==> src/design/kpsd_pkg.sv <==
`timescale 1ns / 1ps
`default_nettype none
// ----------------------------------------------------------------------------
// kpsd_pkg
// Shared constants, types and codes of the keypad scanner.
// ----------------------------------------------------------------------------
package kpsd_pkg;

    localparam int ROWS      = 4;
    localparam int COLS      = 4;
    localparam int DEPTH     = 8;

    localparam int KEYS      = ROWS * COLS;
    localparam int MTX_W     = 16;
    localparam int SCAN_BITS = (KEYS < MTX_W) ? KEYS : MTX_W;
    localparam int IDX_W     = (DEPTH > 1) ? $clog2(DEPTH) : 1;
    localparam int CNT_W     = $clog2(DEPTH + 1);

    localparam int KEY_W     = 4;
    localparam int LAST_W    = 5;
    localparam int HOLD_W    = 12;
    localparam int FILL_W    = 4;
    localparam int DATA_W    = 32;
    localparam int ADDR_W    = 4;

    localparam logic [LAST_W-1:0] KEY_NONE  = LAST_W'(16);
    localparam logic [HOLD_W-1:0] HOLD_MAX  = HOLD_W'(4095);

    localparam logic [HOLD_W-1:0] PRESS_RST  = HOLD_W'(6);
    localparam logic [HOLD_W-1:0] FIRST_RST  = HOLD_W'(128);
    localparam logic [HOLD_W-1:0] SECOND_RST = HOLD_W'(256);
    localparam logic [HOLD_W-1:0] WRAP_RST   = HOLD_W'(268);

    typedef enum logic [1:0] {
        OP_SCAN  = 2'd0,
        OP_POP   = 2'd1,
        OP_TAKE  = 2'd2,
        OP_CLEAR = 2'd3
    } op_t;

    typedef enum logic [1:0] {
        REG_PRESS  = 2'd0,
        REG_FIRST  = 2'd1,
        REG_SECOND = 2'd2,
        REG_WRAP   = 2'd3
    } reg_idx_t;

    typedef struct packed {
        logic capture;
        logic execute;
    } kpsd_cmd_t;

endpackage
`default_nettype wire

==> src/design/kpsd_ctrl.sv <==
`timescale 1ns / 1ps
`default_nettype none
// ----------------------------------------------------------------------------
// kpsd_ctrl
// Handshake controller: captures an item, runs the execute state, holds the
// result until the output transfer.
// ----------------------------------------------------------------------------
module kpsd_ctrl
    import kpsd_pkg::*;
(
    input  wire logic       aclk,
    input  wire logic       aresetn,
    input  wire logic       s_valid,
    output logic            s_ready,
    output logic            m_valid,
    input  wire logic       m_ready,
    output kpsd_cmd_t       cmd
);

    typedef enum logic {
        ST_IDLE,
        ST_EXEC
    } state_t;

    state_t state_reg, state_next;
    logic   m_valid_reg, m_valid_next;

    always_comb begin
        s_ready     = (state_reg == ST_IDLE) && (!m_valid_reg || m_ready);
        cmd.capture = s_valid && s_ready;
        cmd.execute = (state_reg == ST_EXEC);
        m_valid     = m_valid_reg;
    end

    always_comb begin
        state_next   = state_reg;
        m_valid_next = m_valid_reg;
        if (m_valid_reg && m_ready) begin
            m_valid_next = 1'b0;
        end
        case (state_reg)
            ST_IDLE: begin
                if (cmd.capture) begin
                    state_next = ST_EXEC;
                end
            end
            ST_EXEC: begin
                state_next   = ST_IDLE;
                m_valid_next = 1'b1;
            end
            default: begin
                state_next = ST_IDLE;
            end
        endcase
    end

    always_ff @(posedge aclk) begin
        if (!aresetn) begin
            state_reg   <= ST_IDLE;
            m_valid_reg <= 1'b0;
        end else begin
            state_reg   <= state_next;
            m_valid_reg <= m_valid_next;
        end
    end

`ifndef ASSERT_OFF
    a_exec_gives_result: assert property (@(posedge aclk) disable iff (!aresetn)
        (state_reg == ST_EXEC) |=> m_valid_reg)
        else $error("execute cycle did not load the result");

    a_capture_to_exec: assert property (@(posedge aclk) disable iff (!aresetn)
        (s_valid && s_ready) |=> (state_reg == ST_EXEC))
        else $error("captured item not executed");

    a_exec_output_free: assert property (@(posedge aclk) disable iff (!aresetn)
        (state_reg == ST_EXEC) |-> (!m_valid_reg && !s_ready))
        else $error("execute while result still pending");
`endif

endmodule
`default_nettype wire

==> src/design/kpsd_datapath.sv <==
`timescale 1ns / 1ps
`default_nettype none
// ----------------------------------------------------------------------------
// kpsd_datapath
// Config registers, key encoder, debounce and repeat counter, key FIFO and
// result register.
// ----------------------------------------------------------------------------
module kpsd_datapath
    import kpsd_pkg::*;
(
    input  wire logic                aclk,
    input  wire logic                aresetn,
    input  wire kpsd_cmd_t           cmd,
    input  wire logic [1:0]          s_op,
    input  wire logic [MTX_W-1:0]    s_key_matrix,
    output logic [KEY_W-1:0]         m_key,
    output logic                     m_key_valid,
    output logic                     m_pushed,
    output logic [FILL_W-1:0]        m_fill_level,
    input  wire logic                cfg_wr,
    input  wire logic [ADDR_W-1:0]   paddr,
    input  wire logic [DATA_W-1:0]   pwdata,
    output logic [DATA_W-1:0]        prdata
);

    logic [HOLD_W-1:0] press_reg, first_reg, second_reg, wrap_reg;

    op_t               op_reg;
    logic [MTX_W-1:0]  mtx_reg;
    logic [KEY_W-1:0]  rd_data_reg;

    logic [KEY_W-1:0]  key_store [DEPTH];

    logic [LAST_W-1:0] last_key_reg, last_key_next;
    logic [HOLD_W-1:0] hold_reg, hold_next;
    logic [IDX_W-1:0]  head_reg, head_next;
    logic [IDX_W-1:0]  tail_reg, tail_next, tail_inc, head_inc, rd_addr;
    logic [CNT_W-1:0]  cnt_reg, cnt_next;

    logic [KEY_W-1:0]  m_key_reg, m_key_next;
    logic              m_key_valid_reg, m_key_valid_next;
    logic              m_pushed_reg, m_pushed_next;
    logic [FILL_W-1:0] m_fill_reg;

    logic              found;
    logic [KEY_W-1:0]  found_key;
    logic [HOLD_W-1:0] hold_inc;
    logic              hit, wrap_hit, push;

    reg_idx_t          wr_idx;
    assign wr_idx = reg_idx_t'(paddr[3:2]);

    always_ff @(posedge aclk) begin
        if (!aresetn) begin
            press_reg  <= PRESS_RST;
            first_reg  <= FIRST_RST;
            second_reg <= SECOND_RST;
            wrap_reg   <= WRAP_RST;
        end else if (cfg_wr) begin
            case (wr_idx)
                REG_PRESS:  press_reg  <= pwdata[HOLD_W-1:0];
                REG_FIRST:  first_reg  <= pwdata[HOLD_W-1:0];
                REG_SECOND: second_reg <= pwdata[HOLD_W-1:0];
                REG_WRAP:   wrap_reg   <= pwdata[HOLD_W-1:0];
                default: begin
                end
            endcase
        end
    end

    always_comb begin
        case (wr_idx)
            REG_PRESS:  prdata = DATA_W'(press_reg);
            REG_FIRST:  prdata = DATA_W'(first_reg);
            REG_SECOND: prdata = DATA_W'(second_reg);
            REG_WRAP:   prdata = DATA_W'(wrap_reg);
            default:    prdata = '0;
        endcase
    end

    // lowest set bit = first pressed row, then first pressed column
    always_comb begin
        found     = 1'b0;
        found_key = '0;
        for (int i = SCAN_BITS - 1; i >= 0; i--) begin
            if (mtx_reg[i]) begin
                found     = 1'b1;
                found_key = KEY_W'(i);
            end
        end
    end

    assign tail_inc = (tail_reg == IDX_W'(DEPTH - 1)) ? '0 : IDX_W'(tail_reg + 1'b1);
    assign head_inc = (head_reg == IDX_W'(DEPTH - 1)) ? '0 : IDX_W'(head_reg + 1'b1);
    assign rd_addr  = (op_t'(s_op) == OP_TAKE) ? tail_reg : head_reg;
    assign hold_inc = (hold_reg < HOLD_MAX) ? HOLD_W'(hold_reg + 1'b1) : hold_reg;
    assign hit      = (hold_inc == press_reg) || (hold_inc == first_reg) ||
                      (hold_inc == second_reg);
    assign wrap_hit = (hold_inc == wrap_reg);

    always_comb begin
        last_key_next    = last_key_reg;
        hold_next        = hold_reg;
        head_next        = head_reg;
        tail_next        = tail_reg;
        cnt_next         = cnt_reg;
        push             = 1'b0;
        m_key_next       = '0;
        m_key_valid_next = 1'b0;
        m_pushed_next    = 1'b0;
        case (op_reg)
            OP_SCAN: begin
                if (cnt_reg != CNT_W'(DEPTH)) begin
                    if (!found) begin
                        last_key_next = KEY_NONE;
                        hold_next     = '0;
                    end else if (LAST_W'(found_key) != last_key_reg) begin
                        last_key_next = LAST_W'(found_key);
                        hold_next     = HOLD_W'(1);
                    end else begin
                        hold_next = (!hit && wrap_hit) ? second_reg : hold_inc;
                        push      = hit || wrap_hit;
                    end
                end
                if (push) begin
                    tail_next     = tail_inc;
                    cnt_next      = CNT_W'(cnt_reg + 1'b1);
                    m_pushed_next = 1'b1;
                end
            end
            OP_POP: begin
                if (cnt_reg != '0) begin
                    m_key_next       = rd_data_reg;
                    m_key_valid_next = 1'b1;
                    head_next        = head_inc;
                    cnt_next         = CNT_W'(cnt_reg - 1'b1);
                end
            end
            OP_TAKE: begin
                if (cnt_reg != '0) begin
                    m_key_next       = rd_data_reg;
                    m_key_valid_next = 1'b1;
                    head_next        = '0;
                    tail_next        = IDX_W'(DEPTH - 1);
                    cnt_next         = '0;
                end
            end
            OP_CLEAR: begin
                head_next = '0;
                tail_next = IDX_W'(DEPTH - 1);
                cnt_next  = '0;
            end
            default: begin
            end
        endcase
    end

    always_ff @(posedge aclk) begin
        if (cmd.capture) begin
            rd_data_reg <= key_store[rd_addr];
        end
        if (cmd.execute && push) begin
            key_store[tail_inc] <= found_key;
        end
    end

    always_ff @(posedge aclk) begin
        if (cmd.capture) begin
            op_reg  <= op_t'(s_op);
            mtx_reg <= s_key_matrix;
        end
        if (cmd.execute) begin
            m_key_reg       <= m_key_next;
            m_key_valid_reg <= m_key_valid_next;
            m_pushed_reg    <= m_pushed_next;
            m_fill_reg      <= FILL_W'(cnt_next);
        end
    end

    always_ff @(posedge aclk) begin
        if (!aresetn) begin
            last_key_reg <= '0;
            hold_reg     <= '0;
            head_reg     <= '0;
            tail_reg     <= IDX_W'(DEPTH - 1);
            cnt_reg      <= '0;
        end else if (cmd.execute) begin
            last_key_reg <= last_key_next;
            hold_reg     <= hold_next;
            head_reg     <= head_next;
            tail_reg     <= tail_next;
            cnt_reg      <= cnt_next;
        end
    end

    assign m_key        = m_key_reg;
    assign m_key_valid  = m_key_valid_reg;
    assign m_pushed     = m_pushed_reg;
    assign m_fill_level = m_fill_reg;

`ifndef ASSERT_OFF
    a_cnt_bound: assert property (@(posedge aclk) disable iff (!aresetn)
        cnt_reg <= CNT_W'(DEPTH))
        else $error("FIFO count beyond depth");

    a_push_xor_read: assert property (@(posedge aclk) disable iff (!aresetn)
        (cmd.execute && m_pushed_next) |-> !m_key_valid_next)
        else $error("push and read in one item");

    a_clear_empties: assert property (@(posedge aclk) disable iff (!aresetn)
        (cmd.execute && (op_reg == OP_CLEAR)) |=> (cnt_reg == '0))
        else $error("clear left entries in FIFO");
`endif

endmodule
`default_nettype wire

==> src/design/keypad_scan_debounce_repeat_fifo.sv <==
`timescale 1ns / 1ps
`default_nettype none
// An input transfer leads to the execute state, which loads the result and
// m_valid; no new item is taken while one executes. The key store read is
// registered in the capture cycle and the FIFO/debounce update happens in
// the execute cycle. A pending result holds in the output register while
// the next item waits. Reset (synchronous, active low) restores config
// defaults, debounce state and FIFO pointers; key store is not cleared.
// ----------------------------------------------------------------------------
// keypad_scan_debounce_repeat_fifo
// Matrix keypad scanner with debounce, auto-repeat and a key FIFO.
// ----------------------------------------------------------------------------
module keypad_scan_debounce_repeat_fifo
    import kpsd_pkg::*;
(
    input  wire logic               aclk,
    input  wire logic               aresetn,
    input  wire logic               s_valid,
    output logic                    s_ready,
    input  wire logic [1:0]         s_op,
    input  wire logic [MTX_W-1:0]   s_key_matrix,
    output logic                    m_valid,
    input  wire logic               m_ready,
    output logic [KEY_W-1:0]        m_key,
    output logic                    m_key_valid,
    output logic                    m_pushed,
    output logic [FILL_W-1:0]       m_fill_level,
    input  wire logic               psel,
    input  wire logic               penable,
    input  wire logic               pwrite,
    input  wire logic [ADDR_W-1:0]  paddr,
    input  wire logic [DATA_W-1:0]  pwdata,
    output logic [DATA_W-1:0]       prdata,
    output logic                    pready
);

    kpsd_cmd_t cmd;
    logic      cfg_wr;

    assign pready = 1'b1;
    assign cfg_wr = psel && penable && pwrite && pready;

    kpsd_ctrl u_ctrl (
        .aclk    (aclk),
        .aresetn (aresetn),
        .s_valid (s_valid),
        .s_ready (s_ready),
        .m_valid (m_valid),
        .m_ready (m_ready),
        .cmd     (cmd)
    );

    kpsd_datapath u_datapath (
        .aclk         (aclk),
        .aresetn      (aresetn),
        .cmd          (cmd),
        .s_op         (s_op),
        .s_key_matrix (s_key_matrix),
        .m_key        (m_key),
        .m_key_valid  (m_key_valid),
        .m_pushed     (m_pushed),
        .m_fill_level (m_fill_level),
        .cfg_wr       (cfg_wr),
        .paddr        (paddr),
        .pwdata       (pwdata),
        .prdata       (prdata)
    );

endmodule
`default_nettype wire
==> config.mk <==
export PLATFORM = sky130hd
export DESIGN_NAME = keypad_scan_debounce_repeat_fifo
export DESIGN_NICKNAME = d
export VERILOG_FILES = /design/src/design/kpsd_pkg.sv /design/src/design/kpsd_ctrl.sv /design/src/design/kpsd_datapath.sv /design/src/design/keypad_scan_debounce_repeat_fifo.sv
export SDC_FILE = /design/constraint.sdc
export NUM_CORES = 1
export LEC_CHECK = 0
export BUFFER_PORTS_ARGS = -buffer_cell sky130_fd_sc_hd__buf_2
export CORE_MARGIN = 4
export CORE_UTILIZATION = 50
export DETAILED_ROUTE_END_ITERATION = 10
export PLACE_DENSITY_LB_ADDON = 0.12
export SETUP_SLACK_MARGIN = 0.15
export SYNTH_ARGS = -nofsm -noshare
export SYNTH_HDL_FRONTEND = slang
export SYNTH_SLANG_ARGS = --single-unit
==> constraint.sdc <==
create_clock -name aclk -period 9.44 [get_ports aclk]
set_input_delay 0.472 -clock aclk [delete_from_list [all_inputs] [get_ports aclk]]
set_output_delay 0.472 -clock aclk [all_outputs]
set_load 0.02 [all_outputs]
==> results.md <==
- Post-layout nets: 1,042
- Final cell count without fillers: 1,201
- Most used cells in the layout excluding fill and tap cells: sky130_fd_sc_hd__nand2_1 (145), sky130_fd_sc_hd__dfxtp_1 (77), sky130_fd_sc_hd__a21oi_1 (67)
- Post-Syn Area: 8590 um2
- Cell count after synthesis: 938
- Worst clock skew: 0.00723 ns
- Netlist cell types: 90
- CTS tree: done
- Number of placement rows: 47
- Top fanout value on the critical path: 28
- Starting utilization of the core area: 51.4%
- Max FFs per register: 32
- Count of cells resized by post-cts repair: 0
- Primary flip-flop cell chosen by synthesis mapping: sky130_fd_sc_hd__dfxtp_1
- Floorplan Core Area: 16,700 um2
- Die width: 139 um
- Total detailed-routing wirelength: 24,700 um
- Leakage power summed over all cells: 3.44 nW
- Buffer type at the clock tree root: sky130_fd_sc_hd__clkbuf_16
- Number of setup buffers added after CTS: 0
- Period Utilization, post-route: 57.7%
- CTS sink count: 141
- IR drop worst, VDD: 0.000130 V
- Post-Route Hold Slack: 0.219 ns
- Setup repair after global routing missed its margin: no
- Max Cap Viol: 0
- Internal power consumption: 1.09 mW
- Worst setup SP type: flip-flop
- Endpoint of the worst setup timing path: u_datapath.key_store[6][2]
- Shortest period the worst path allows: 5.45 ns
- Average cell area after synthesis: 9.16 um2
- Area Overhead vs Synth: 10.2%
- Vias in the first global route: 6,755
- Seq pwr share: 45.6%
- Type of element capturing the critical path: flip-flop
- Run status: complete, no violations
- Relative slew margins: 25.5%
- Sequential cell area fraction in the yosys report: 40.3%
- Vias per cell: 6.19
- Router iterations before antenna repair: 5
- Die ar.: 19,300 um2
- Post-synth ARST share: 0%
- Clock transition at path regs: 0.07 ns
- Required time of the critical path: 9.49 ns
- Share of post-route cells with drive strength above 1: 15.5%
- Global-route wire length before repair: 37,800 um
- TritonCTS Buffers: 17
- Power per Cell Area: 155 nW/um2
- Number of synthesized register bits: 141
- Worst hold path type: in2reg
- Number of warnings reported in the yosys synthesis log: 0
- Cell type of the slowest stage on the worst timing path: sky130_fd_sc_hd__dfxtp_1
- Reg-to-reg setup timing slack: 3.99 ns
- Max Freq: 183 MHz
- Deepest level of the CTS H-tree: 4
- DR vias: 7,436
- Ant diodes: 0
- Number of placed instances with taps included: 1,169
- Most common library cell in the layout ignoring fill and taps: sky130_fd_sc_hd__nand2_1
- CP max stage delay: 0.99 ns
- Maximum number of pins on one net before global-route repair: 49
- Post-synth EDFFs: 64
- Antenna violations before repair: 0
- Worst R2R End: u_datapath.key_store[6][2]
- Weighted congestion at the end of routability-driven global placement: 0.949
- Number of top-level design ports: 106
- Launching element of the worst setup path: u_datapath.hold_reg[2]
- Number of hold-slack violations in the final timing report: 0
- Power share of the clock group: 46.3%
- Arrival time of data at the critical path endpoint: 5.50 ns
- Power dissipated by switching net loads: 0.375 mW
- Remaining design rule violation count: 0
- Overall die height: 139 um
- Placed wire-length estimate after detailed placement: 17,500 um
- Worst Path Class, Setup: reg2reg
- Cts-stage hold buffer count: 0
- Routed WL per cell: 20.6 um
- Path depth of the worst reg2reg path: 10
- Clock latency of the later-clocked register in the worst-skew pair: 0.43 ns
- Overall Global Routing Usage: 24.9%
- Share of total power consumed by net switching: 25.6%
- Max-slew violation count: 0
- Final total negative setup slack: 0 ns
- Portion of total power attributed to combinational logic: 8.2%
- Maximum clock path buffer count: 2
- FF-to-FF Start: u_datapath.hold_reg[2]
- Count of routing violations after the opening detailed-route iteration: 747
- Worst-margin pin slew: 1.11 ns
- Cell breakdown of the critical path: and4_1 > nand3_4 > a31oi_2 > xnor2_1 > nor4b_1 > or3b_1 > and4_4 > nand2b_4 > or3_4 > nor3_1
- Number of setup violations in the final report: 0
- Global-route congestion overflow total: 0
- Input/output buffers: 62
- Detail Route Antenna Nets: 0
==> routing by layer <==
layer | routed length, um | up-vias | global-route usage [%]
met5 | 0 | - | 0
met2 | 10500 | 363 | 35.5
met4 | 687 | 0 | 9.27
met1 | 11100 | 3529 | 36.7
li1 | - | 3488 | -
met3 | 2360 | 56 | 6.00
==> Yosys cell counts, types with 5 or more instances <==
master	count	area share [%]
sky130_fd_sc_hd__nor4_1	7	0.51
sky130_fd_sc_hd__clkbuf_1	27	1.2
sky130_fd_sc_hd__and2_1	11	0.80
sky130_fd_sc_hd__nand4_1	12	0.87
sky130_fd_sc_hd__and3_1	17	1.2
sky130_fd_sc_hd__ha_1	13	1.9
sky130_fd_sc_hd__a21oi_1	67	3.9
sky130_fd_sc_hd__nand2b_1	9	0.66
sky130_fd_sc_hd__o2111ai_1	9	0.92
sky130_fd_sc_hd__xor2_1	9	0.92
sky130_fd_sc_hd__mux2i_1	18	2.1
sky130_fd_sc_hd__o21ai_0	42	2.4
sky130_fd_sc_hd__or2_2	5	0.36
sky130_fd_sc_hd__nand3_1	28	1.6
sky130_fd_sc_hd__o22ai_1	6	0.44
sky130_fd_sc_hd__inv_1	36	1.6
sky130_fd_sc_hd__nor3_1	18	1.0
sky130_fd_sc_hd__nor2_1	56	2.4
sky130_fd_sc_hd__a32oi_1	6	0.61
sky130_fd_sc_hd__nand2_1	145	6.3
sky130_fd_sc_hd__buf_1	7	0.31
sky130_fd_sc_hd__a211oi_1	5	0.44
sky130_fd_sc_hd__xnor2_1	25	2.5
sky130_fd_sc_hd__mux4_2	20	5.2
sky130_fd_sc_hd__or3_1	13	0.95
sky130_fd_sc_hd__mux2_2	6	0.79
sky130_fd_sc_hd__o31ai_1	5	0.44
sky130_fd_sc_hd__or4_1	5	0.44
sky130_fd_sc_hd__edfxtp_1	64	22
sky130_fd_sc_hd__nor3b_1	8	0.70
sky130_fd_sc_hd__buf_4	23	2.0
sky130_fd_sc_hd__dfxtp_1	77	18
sky130_fd_sc_hd__a31oi_1	11	0.80
sky130_fd_sc_hd__nor2b_1	7	0.51
sky130_fd_sc_hd__buf_2	15	0.87
sky130_fd_sc_hd__o211ai_1	8	0.70
==> worst max-delay path: cells and delay by family, from the launching register on <==
| kind | cells | cell delay (ns) |
|---|---|---|
| simple gates | 8 | 3.35 |
| compound gates | 1 | 0.52 |
| flops | 1 | 0.99 |
| xor+xnor | 1 | 0.21 |
==> power groups by stage <==
stage	clock (mW)	combinational (mW)	sequential [mW]
3_3_place_gp	0	0.117	0.681
3_5_place_dp	0	0.118	0.681
2_1_floorplan	0	0.0876	0.679
5_1_grt	0.718	0.131	0.670
4_1_cts	0.687	0.119	0.668
6_report	0.678	0.120	0.668
==> how the worst min path moves through the flow <==
stage                     slack [ns]                      end  cells after the start               startpoint
after floorplan                 0.45  u_datapath.first_reg[5]                      2  u_datapath.first_reg[5]
after CTS                       0.21   u_datapath.mtx_reg[15]                      1         s_key_matrix[15]
after global placement          0.48   u_datapath.wrap_reg[5]                      2   u_datapath.wrap_reg[5]
after detailed placement        0.48   u_datapath.wrap_reg[9]                      2   u_datapath.wrap_reg[9]
final                           0.22   u_datapath.mtx_reg[11]                      1         s_key_matrix[11]
after global routing            0.20   u_datapath.mtx_reg[12]                      1         s_key_matrix[12]
==> layout make-up <==
class	instances	area, um2
fill	1508	7230
multi-input combinational	703	4650
sequential	141	3460
clock buffer	18	429
timing repair buffer	68	355
tap	220	275
clock inverter	14	156
inverter	37	139
==> logic make-up (layout without fill, tap and decap cells) <==
group / count (synthesis) / after routing / synth area share (%)
and+or+nand+nor: 374 / 374 / 22.6
AOI/OAI and AO/OA: 215 / 215 / 16.8
DFF: 141 / 141 / 40.3
buffers and inverters: 113 / 137 / 6.36
muxes: 45 / 45 / 8.29
xor gates and xnor gates: 35 / 35 / 3.66
adders and majority gates: 13 / 13 / 1.89
other: 2 / 21 / 0.0874
==> per-stage QoR <==
step | util, % | worst slack [ns] | total power [mW] | cell area [um2]
after floorplan | - | 5.75 | 0.767 | 8660
after global placement | 53.2 | 4.02 | 0.798 | 8880
after detailed placement | 53.2 | 4.05 | 0.800 | 8880
after CTS | 56.7 | 4.01 | 1.47 | 9470
after global routing | 56.7 | 3.69 | 1.52 | 9470
final | 56.7 | 3.99 | 1.47 | 9470
(Power assumes the default switching activity.)
